==> src/rtl/rrva_pkg.sv <==
// ----------------------------------------------------------------------------
// rrva_pkg
// Shared constants, types and helpers of the round-robin voice allocator.
// ----------------------------------------------------------------------------
package rrva_pkg;

	localparam int VOICES  = 16;
	localparam int VIDX_W  = (VOICES > 1) ? $clog2(VOICES) : 1;
	localparam int MASK_N  = (VOICES < 16) ? VOICES : 16;
	localparam int Q_DEPTH = 2;
	localparam int QPTR_W  = (Q_DEPTH > 1) ? $clog2(Q_DEPTH) : 1;
	localparam int QCNT_W  = $clog2(Q_DEPTH + 1);

	localparam logic [1:0] KIND_ON   = 2'd0;
	localparam logic [1:0] KIND_OFF  = 2'd1;
	localparam logic [1:0] KIND_DONE = 2'd2;

	localparam logic [1:0] OP_ON   = 2'd0;
	localparam logic [1:0] OP_OFF  = 2'd1;
	localparam logic [1:0] OP_DONE = 2'd2;
	localparam logic [1:0] OP_NOP  = 2'd3;

	typedef struct packed {
		logic [1:0]        kind;
		logic [1:0]        op;
		logic [6:0]        note;
		logic [6:0]        velocity;
		logic [VIDX_W-1:0] vidx;
	} req_t;

	typedef struct packed {
		logic        valid;
		logic [1:0]  event_kind;
		logic [3:0]  voice;
		logic        stolen;
		logic [6:0]  start_note;
		logic [6:0]  start_velocity;
		logic [15:0] release_mask;
	} result_t;

	function automatic logic [VIDX_W-1:0] adv(input logic [VIDX_W-1:0] v);
		return (v == VIDX_W'(VOICES - 1)) ? '0 : v + 1'b1;
	endfunction

endpackage

==> src/rtl/rrva_front.sv <==
// ----------------------------------------------------------------------------
// rrva_front
// Accepts requests and classifies them into operations for the back end.
// ----------------------------------------------------------------------------
module rrva_front import rrva_pkg::*; (
	input  logic       start,
	input  logic [1:0] kind,
	input  logic [6:0] note,
	input  logic [6:0] velocity,
	input  logic [3:0] done_voice,
	input  logic       q_full,
	output logic       busy,
	output logic       push,
	output req_t       push_req
);

	always_comb begin
		busy              = q_full;
		push              = start && !q_full;
		push_req.kind     = kind;
		push_req.note     = note;
		push_req.velocity = velocity;
		push_req.vidx     = VIDX_W'(done_voice);
		case (kind)
			KIND_ON:   push_req.op = OP_ON;
			KIND_OFF:  push_req.op = OP_OFF;
			KIND_DONE: push_req.op = (32'(done_voice) < VOICES) ? OP_DONE : OP_NOP;
			default:   push_req.op = OP_NOP;
		endcase
	end

endmodule

==> src/rtl/rrva_queue.sv <==
// ----------------------------------------------------------------------------
// rrva_queue
// Short request FIFO between front and back end.
// ----------------------------------------------------------------------------
module rrva_queue import rrva_pkg::*; (
	input  logic clk,
	input  logic arst_n,
	input  logic push,
	input  req_t push_req,
	input  logic pop,
	output req_t pop_req,
	output logic full,
	output logic empty
);

	req_t              slot_q [Q_DEPTH];
	logic [QPTR_W-1:0] wr_ptr_q;
	logic [QPTR_W-1:0] rd_ptr_q;
	logic [QCNT_W-1:0] cnt_q;

	function automatic logic [QPTR_W-1:0] nxt(input logic [QPTR_W-1:0] p);
		return (p == QPTR_W'(Q_DEPTH - 1)) ? '0 : p + 1'b1;
	endfunction

	assign full    = (cnt_q == QCNT_W'(Q_DEPTH));
	assign empty   = (cnt_q == '0);
	assign pop_req = slot_q[rd_ptr_q];

	always_ff @(posedge clk) begin
		if (push) begin
			slot_q[wr_ptr_q] <= push_req;
		end
	end

	always_ff @(posedge clk or negedge arst_n) begin
		if (!arst_n) begin
			wr_ptr_q <= '0;
			rd_ptr_q <= '0;
			cnt_q    <= '0;
		end else begin
			if (push) begin
				wr_ptr_q <= nxt(wr_ptr_q);
			end
			if (pop) begin
				rd_ptr_q <= nxt(rd_ptr_q);
			end
			if (push && !pop) begin
				cnt_q <= cnt_q + 1'b1;
			end else if (pop && !push) begin
				cnt_q <= cnt_q - 1'b1;
			end
		end
	end

endmodule

==> src/rtl/rrva_back.sv <==
// ----------------------------------------------------------------------------
// rrva_back
// Voice state and sequencer: round-robin scan, note-off match, voice done.
// ----------------------------------------------------------------------------
module rrva_back import rrva_pkg::*; (
	input  logic    clk,
	input  logic    arst_n,
	input  logic    q_empty,
	input  req_t    q_req,
	output logic    pop,
	output result_t res
);

	localparam logic [1:0] ST_IDLE = 2'd0;
	localparam logic [1:0] ST_ON   = 2'd1;
	localparam logic [1:0] ST_OFF  = 2'd2;
	localparam logic [1:0] ST_FIN  = 2'd3;

	logic [1:0]        state_q;
	req_t              cur_q;
	logic [VOICES-1:0] playing_q;
	logic [VOICES-1:0] assigned_q;
	logic [VIDX_W-1:0] next_voice_q;
	logic [VIDX_W-1:0] p_q;
	logic [VIDX_W-1:0] cnt_q;
	logic              iss_q;
	logic              vld_s1;
	logic [VIDX_W-1:0] idx_s1;
	logic [6:0]        rd_note_s1;
	logic [15:0]       mask_q;
	result_t           res_q;

	logic [6:0]        note_mem [VOICES];

	logic              on_free;
	logic              on_fin;
	logic [VIDX_W-1:0] pv;
	logic              off_hit;
	logic              off_fin;
	logic [15:0]       mask_nxt;

	always_comb begin
		on_free  = !playing_q[p_q];
		pv       = on_free ? p_q : adv(p_q);
		on_fin   = (state_q == ST_ON) && (on_free || (cnt_q == VIDX_W'(VOICES - 1)));
		off_hit  = assigned_q[idx_s1] && (rd_note_s1 == cur_q.note);
		mask_nxt = mask_q | (off_hit ? (16'd1 << idx_s1) : 16'd0);
		off_fin  = (state_q == ST_OFF) && vld_s1 && (idx_s1 == VIDX_W'(MASK_N - 1));
		pop      = (state_q == ST_IDLE) && !q_empty;
	end

	assign res = res_q;

	always_ff @(posedge clk) begin
		if (on_fin) begin
			note_mem[pv] <= cur_q.note;
		end
		rd_note_s1 <= note_mem[cnt_q];
		idx_s1     <= cnt_q;
	end

	always_ff @(posedge clk) begin
		if (pop) begin
			cur_q <= q_req;
		end
		if (state_q == ST_IDLE) begin
			mask_q <= '0;
		end else if (state_q == ST_OFF && vld_s1) begin
			mask_q <= mask_nxt;
		end
	end

	always_ff @(posedge clk or negedge arst_n) begin
		if (!arst_n) begin
			state_q      <= ST_IDLE;
			playing_q    <= '0;
			assigned_q   <= '0;
			next_voice_q <= '0;
			p_q          <= '0;
			cnt_q        <= '0;
			iss_q        <= 1'b0;
			vld_s1       <= 1'b0;
			res_q        <= '0;
		end else begin
			res_q.valid          <= on_fin || off_fin || (state_q == ST_FIN);
			res_q.event_kind     <= cur_q.kind;
			res_q.voice          <= '0;
			res_q.stolen         <= 1'b0;
			res_q.start_note     <= '0;
			res_q.start_velocity <= '0;
			res_q.release_mask   <= '0;
			if (on_fin) begin
				res_q.voice          <= 4'(pv);
				res_q.stolen         <= !on_free;
				res_q.start_note     <= cur_q.note;
				res_q.start_velocity <= cur_q.velocity;
			end
			if (off_fin) begin
				res_q.release_mask <= mask_nxt;
			end
			vld_s1      <= (state_q == ST_OFF) && iss_q;
			case (state_q)
				ST_IDLE: begin
					p_q   <= next_voice_q;
					cnt_q <= '0;
					iss_q <= 1'b1;
					if (pop) begin
						case (q_req.op)
							OP_ON:   state_q <= ST_ON;
							OP_OFF:  state_q <= ST_OFF;
							default: state_q <= ST_FIN;
						endcase
					end
				end
				ST_ON: begin
					if (on_fin) begin
						playing_q[pv]  <= 1'b1;
						assigned_q[pv] <= 1'b1;
						next_voice_q   <= adv(pv);
						state_q        <= ST_IDLE;
					end else begin
						p_q   <= adv(p_q);
						cnt_q <= cnt_q + 1'b1;
					end
				end
				ST_OFF: begin
					if (iss_q) begin
						if (cnt_q == VIDX_W'(MASK_N - 1)) begin
							iss_q <= 1'b0;
						end else begin
							cnt_q <= cnt_q + 1'b1;
						end
					end
					if (off_fin) begin
						state_q <= ST_IDLE;
					end
				end
				ST_FIN: begin
					if (cur_q.op == OP_DONE) begin
						playing_q[cur_q.vidx] <= 1'b0;
					end
					state_q <= ST_IDLE;
				end
				default: state_q <= ST_IDLE;
			endcase
		end
	end

endmodule

==> src/rtl/round_robin_voice_allocator_core.sv <==
// ----------------------------------------------------------------------------
// round_robin_voice_allocator_core
// Round-robin polyphonic voice allocator with voice stealing.
// ----------------------------------------------------------------------------
// A request is taken when start is high and busy is low; busy rises only when
// the two-entry request queue is full. Every request yields exactly one result,
// shown for one cycle with result_valid high, in request order; the receiver
// cannot stall, so results must be taken as they appear. The back-end
// sequencer handles one request at a time: a note-on scans one voice a cycle
// from the round-robin pointer, a note-off reads the first MASK_N entries of
// the note store one voice a cycle, and a voice-done or unused request is
// handled without a scan.
module round_robin_voice_allocator_core import rrva_pkg::*; (
	input  logic        clk,
	input  logic        arst_n,
	input  logic        start,
	output logic        busy,
	input  logic [1:0]  kind,
	input  logic [6:0]  note,
	input  logic [6:0]  velocity,
	input  logic [3:0]  done_voice,
	output logic        result_valid,
	output logic [1:0]  event_kind,
	output logic [3:0]  voice,
	output logic        stolen,
	output logic [6:0]  start_note,
	output logic [6:0]  start_velocity,
	output logic [15:0] release_mask
);

	logic    q_full;
	logic    q_empty;
	logic    push;
	logic    pop;
	req_t    push_req;
	req_t    pop_req;
	result_t res;

	rrva_front u_front (
		.start      (start),
		.kind       (kind),
		.note       (note),
		.velocity   (velocity),
		.done_voice (done_voice),
		.q_full     (q_full),
		.busy       (busy),
		.push       (push),
		.push_req   (push_req)
	);

	rrva_queue u_queue (
		.clk      (clk),
		.arst_n   (arst_n),
		.push     (push),
		.push_req (push_req),
		.pop      (pop),
		.pop_req  (pop_req),
		.full     (q_full),
		.empty    (q_empty)
	);

	rrva_back u_back (
		.clk     (clk),
		.arst_n  (arst_n),
		.q_empty (q_empty),
		.q_req   (pop_req),
		.pop     (pop),
		.res     (res)
	);

	assign result_valid   = res.valid;
	assign event_kind     = res.event_kind;
	assign voice          = res.voice;
	assign stolen         = res.stolen;
	assign start_note     = res.start_note;
	assign start_velocity = res.start_velocity;
	assign release_mask   = res.release_mask;

endmodule

==> config.mk <==
export PLATFORM = sky130hd
export DESIGN_NAME = round_robin_voice_allocator_core
export DESIGN_NICKNAME = d
export VERILOG_FILES = /design/src/rtl/rrva_pkg.sv /design/src/rtl/rrva_front.sv /design/src/rtl/rrva_queue.sv /design/src/rtl/rrva_back.sv /design/src/rtl/round_robin_voice_allocator_core.sv
export SDC_FILE = /design/constraint.sdc
export NUM_CORES = 1
export LEC_CHECK = 0
export BUFFER_PORTS_ARGS = -buffer_cell sky130_fd_sc_hd__buf_4
export CORE_MARGIN = 2
export CORE_UTILIZATION = 35
export CTS_CLUSTER_DIAMETER = 200
export DETAILED_ROUTE_END_ITERATION = 16
export HOLD_SLACK_MARGIN = 0.08
export RECOVER_POWER = 25
export SYNTH_ARGS = -nofsm -noshare
export SYNTH_HDL_FRONTEND = slang
export SYNTH_HIERARCHICAL = 1
export SYNTH_SLANG_ARGS = --single-unit
==> constraint.sdc <==
create_clock -name clk -period 6.25 [get_ports clk]
set_clock_uncertainty 0.15 [all_clocks]
set_input_delay 1.875 -clock clk [delete_from_list [all_inputs] [get_ports clk]]
set_output_delay 1.875 -clock clk [all_outputs]
set_load 0.01 [all_outputs]
Yosys cells after proc, flatten, opt, wreduce, memory -nomap -nowiden
Memories as Yosys holds them, arrays and structs flattened. A register that Yosys moved wholly into a read port is not among the register bits. Cells that the tools add are included.

Latch bits: 0. ROM bits: 0. Memories: 2. Flip-flop bits (word level): 132. Input port bits: 23. Bits in writable memories: 156.

Memory list: u_back.note_mem (depth 16, bits a word 7, rd ports 1, clocked after memory_dff 1, wr ports 1, line rrva_back.sv:33) `logic [6:0] note_mem [VOICES];`; u_queue.slot_q (depth 2, bits a word 22, rd ports 1, clocked after memory_dff 0, wr ports 1, line rrva_queue.sv:16) `req_t slot_q [Q_DEPTH];`.

Add/sub/neg operators: 7. Eq/ne operators: 20. Shift-type cells: 1. Multiplexer cells: 40. Multiply operators: 0. $lt $le $gt $ge: 6. Reductions and logical operators: 33. Divide/modulo/power cells: 0. Bitwise logic cells: 5.

Operators by type and width (count): $mux 16 (4); $or 16x16->16 (3); $pmux 16 s2 (1); $mux 4 (7); $lt 4x5->1 const B (4); $mux 19 (1); $and 16x16->16 (1); $eq 4x4->1 const B (4); $not 16->16 (1); $shl 1x4->16 const A (1); $add 4x1->4 const B (3); $mux 1 (12); $pmux 4 s3 (1); $logic_and 1x1->1 (11); $eq 2x2->1 const B (5); $mux 2 (5); $bmux 1 s4 (2); $demux 1 s4 (2); $ge 4x1->1 const B (2); $logic_not 2->1 (4); $ne 2x2->1 const B (4); $pmux 2 s4 (1); $pmux 4 s2 (1); $reduce_bool 2->1 (4); other kinds (15) (28).

Longest topological paths before layout
Depth in word-level cells: 10. Mapped depth: 11. Depth with buffers taken out: 10.

By module
The synthesis kept the hierarchy.

By module, submodules not included: rrva_back (cells an instance 628, area each 9684.3 um^2, instances 1); rrva_queue (cells an instance 84, area each 1778.0 um^2, instances 1); rrva_front (cells an instance 24, area each 178.9 um^2, instances 1).

Worst setup path after synthesis
No wires, ideal clock.

Path kind: in2reg. Start point: in start. End point: mem u_queue/slot_q[0][0] in the netlist's numbering, enable pin. Data required time: 5.697 ns. Library setup time: 0.403 ns. Setup slack: 2.628 ns. Arrival: 3.069 ns. Cell stages on the path: 2. Path through: nor2b_4 nor2b_1.

Longest elaborated chain between the ends: 3.

Ends and longest elaborated chain: start: declaration (line round_robin_voice_allocator_core.sv:16) `input logic start,`; $logic_and 1x1->1 (line rrva_front.sv:19) `push = start && !q_full;`; $mux 1 (line rrva_queue.sv:30) `if (push) begin`; $mux 1 (implied by the code) (line rrva_queue.sv:31) `slot_q[wr_ptr_q] <= push_req;`; end: declaration (line rrva_queue.sv:16).

No other way between the ends.

Worst setup path in the final report
Start point: reg u_back.cnt_q[1]. End point: mem u_back.note_mem[1][6], enable pin.

Longest elaborated chain between the ends: 5.

Ends and longest elaborated chain: start: declaration (line rrva_back.sv:25) `logic [VIDX_W-1:0] cnt_q;`; start signal: assignment (line rrva_back.sv:123) `cnt_q <= cnt_q + 1'b1;`; start signal: assignment (line rrva_back.sv:131) `cnt_q <= cnt_q + 1'b1;`; $eq 4x4->1 (line rrva_back.sv:45) `on_fin = (state_q == ST_ON) && (on_free || (cnt_q == VIDX_W'(VOICES - 1)));`; $logic_or 1x1->1 (line rrva_back.sv:45); $logic_and 1x1->1 (line rrva_back.sv:45); $mux 1 (line rrva_back.sv:55) `if (on_fin) begin`; $mux 1 (implied by the code) (line rrva_back.sv:56) `note_mem[pv] <= cur_q.note;`; end: declaration (line rrva_back.sv:33).

No other way between the ends.

==> metrics.yaml <==
status: "finished with violations"
violations: "capacitance limit, slew limit"
drive_above_1_share_pct: 25.4
row_count: 66
fp.dieH_um: 186
setup_viol: 0
num_vias: 6123
pre_cts_ws_ns: 2.10
synth_seq_cells: 295
worst_pin_slew_ns: 1.72
grt_pass1_vias: 6130
drt_iter0_markers: 447
grt_pass1_wl_mm: 37.6
cap_violations: 1
io_pins: 62
powerDensity_nw_per_um2: 495
ctsResizeCount: 0
cp.arrival_ns: 4.91
rsz0062_at_grt: "false"
cts_tree: "yes"
dp_hpwl_mm: 15.6
port_buffers: 61
placed_area_um2: 12400
critical_path_class: "flip-flop to flip-flop"
initial_core_util_pct: 35.7
slew_viol_final: 33
p_seq_share_pct: 44.6
synth_warnings: 6
clkTransAtPathRegs_ns: 0.06
synth-simple-area-share_pct: 8.42
clock.fmax_mhz: 205
drt_first_pass_iters: 5
synth.yosys.seq_area_share_pct: 69.9
gp_congestion: 0.780
power_switching_mw: 2.12
comb_power_share_pct: 26.8
hold_violations: 0
synthMuxAreaShare_pct: 11.1
final_cell_area_um2: 13500
syn_area_um2: 11600
syn_area_per_cell_um2: 15.8
wirelength_mm: 24.2
critical-path-max-stage-delay_ns: 1.23
tns_ns: 0
clk_latency_ns: 0.55
path_delay_family: "simple AND/OR/NAND/NOR gates"
final.setup.worst_slack_ns: 1.38
synth-edff-count: 178
hold_buffers: 0
fin_crit_sh_pct: 77.9
synth_largest_area_cell: "edfxtp_1"
start_kind: "flip-flop"
grt_overflow_total: 0
synth_top_flop_cell: "edfxtp_1"
mostFrequentLayoutCells: "178 x edfxtp_1, 89 x dfrtp_1, 56 x nor2_1, 49 x buf_4, 40 x mux4_2"
drc_errors: 0
dieArea_um2: 34700
synth_cell_types: 67
netlist_instances: 736
grt_use_total_pct: 14.0
synth_fa_ha_area_share_pct: 1.18
met1_length_mm: 11.3
p_int_mw: 4.55
synth_compound_area_share_pct: 5.09
fin_nets: 824
cts.htree.levels: 1
synth_top_family_by_area: "multiplexers"
core_um2: 32600
path_max_fanout: 32
synth.top_cell.area_share_pct: 45.9
post_cts_buffers: 0
die_x_um: 186
pwr-share-clk_pct: 28.6
synth_area_leaders: "edfxtp_1 46%, dfrtp_1 19%, mux4_2 7.7%"
final_util_pct: 41.3
crit_buf_inv: 1
critPathRequiredTime_ns: 6.28
wl_met3_mm: 1.50
switching_share_pct: 31.7
cp_slowest_cell: "clkbuf_1"
cts_buffer_depth: 3
ant_nets: 0
synth_xor_area_share_pct: 1.28
clkSinkCount: 295
antenna_found_initial: 0
cts_root_buf: "clkbuf_16"
n_antenna_cell: 0
vdd_ir_drop_max_uv: 286
numCtsBuffers: 31
hold_path.class: "flip-flop to flip-flop"
areaGrowthSynthToFinish_pct: 15.8
synth-async-reset-ratio_pct: 30.5
via_per_inst: 4.88
fin_crit_ns: 4.87
crit_chain: "clkbuf_1 > ha_1 > nand3_1 > a221oi_4 > nand2_1 > nor2_1"
met2_length_mm: 10.8
grt_max_degree: 54
final_common_cell: "edfxtp_1"
wl_per_cell_um: 19.2
relSlewSlack_pct: -14.5
worst_setup_path_end_kind: "flip-flop"
top_layer_used: "met4"
p_leak_nw: 4.97
dp.cells: 1199
finalNonFillerCells: 1256
syn_nets: 770
## power groups by stage
stage	Clock (mW)	Combinational (mW)	Sequential, mW
after floorplan	0	1.28	2.89
after global placement	0	1.81	3.01
after detailed placement	0	1.83	3.01
after CTS	1.95	1.83	2.97
after global routing	2.04	1.97	3.03
final	1.91	1.79	2.98
## layer usage
layer  global-route usage, %  vias up
li1                        -     2817
met1                    21.0     3061
met2                    21.4      211
met3                    2.18       34
met4                    3.45        0
met5                       0        -
## sequential cells by signal, indices dropped and copies added (netlist names)
register and cells:
u_queue/slot_q 44, u_back/idx_s1 4, u_queue/wr_ptr_q 1, u_back/p_q 4
u_queue/cnt_q 2, u_back/next_voice_q 4, u_back/iss_q 1, u_back/note_mem 112
u_back/assigned_q 16, u_back/res 38, u_back/cur_q 22, u_back/mask_q 16
u_back/playing_q 16, u_back/vld_s1 1, u_back/state_q 2, u_back/cnt_q 4
u_back/rd_note_s1 7, u_queue/rd_ptr_q 1
## through the flow
step / hold slack [ns] / power (mW)
after global placement: 0.187 / 4.81
after detailed placement: 0.185 / 4.83
after floorplan: 0.181 / 4.17
final: 0.201 / 6.67
after CTS: 0.205 / 6.76
after global routing: 0.208 / 7.04
## synthesized netlist by cell type (7+ instances only)
master and number:
o21ai_0 29, xor2_1 10, dfxtp_1 27, clkbuf_1 18
nand3_1 9, nor2_1 56, mux4_2 40, a21oi_1 18
nand2_1 30, inv_1 12, buf_4 21, dfrtp_1 90
mux2_2 25, and2_1 33, ha_1 11, edfxtp_1 178
or2_2 11, o31ai_1 8, xnor2_1 7, mux2i_1 11
nor2b_1 9
## cells by family (layout without fill, tap and decap cells)
family	after synthesis	count (layout)
multiplexers	76	76
AO/OA/AOI/OAI	87	87
XOR/XNOR	17	17
adder cells (fa/ha/maj)	11	11
flip-flops	295	295
buffers and inverters	63	141
AND/OR/NAND/NOR	187	187
## final timing paths
kind | cells after the start | slack (ns) | startpoint | end
min in group asynchronous | 1 | 1.24 | arst_n | u_back/assigned_q[9]
max in group asynchronous | 2 | 3.72 | arst_n | u_back/playing_q[13]
setup reg to reg | 6 | 1.38 | u_back/cnt_q[1] | u_back/note_mem[1][6]
setup / recovery | 6 | 1.38 | u_back/cnt_q[1] | u_back/note_mem[1][6]
hold / removal | 0 | 0.20 | u_back/cur_q[20] | u_back/res[35]
hold reg to reg | 0 | 0.20 | u_back/cur_q[20] | u_back/res[35]
## final cells by class
cell class	count	area [um2]
clock buffers	36	805
clock inverters	21	273
fillers	2928	19100
inverters	12	45.0
multi-input cells	378	3160
flip-flops and latches	295	8140
well taps	442	553
repair buffers	72	507
No activity file was read; power rests on OpenSTA's default activity.
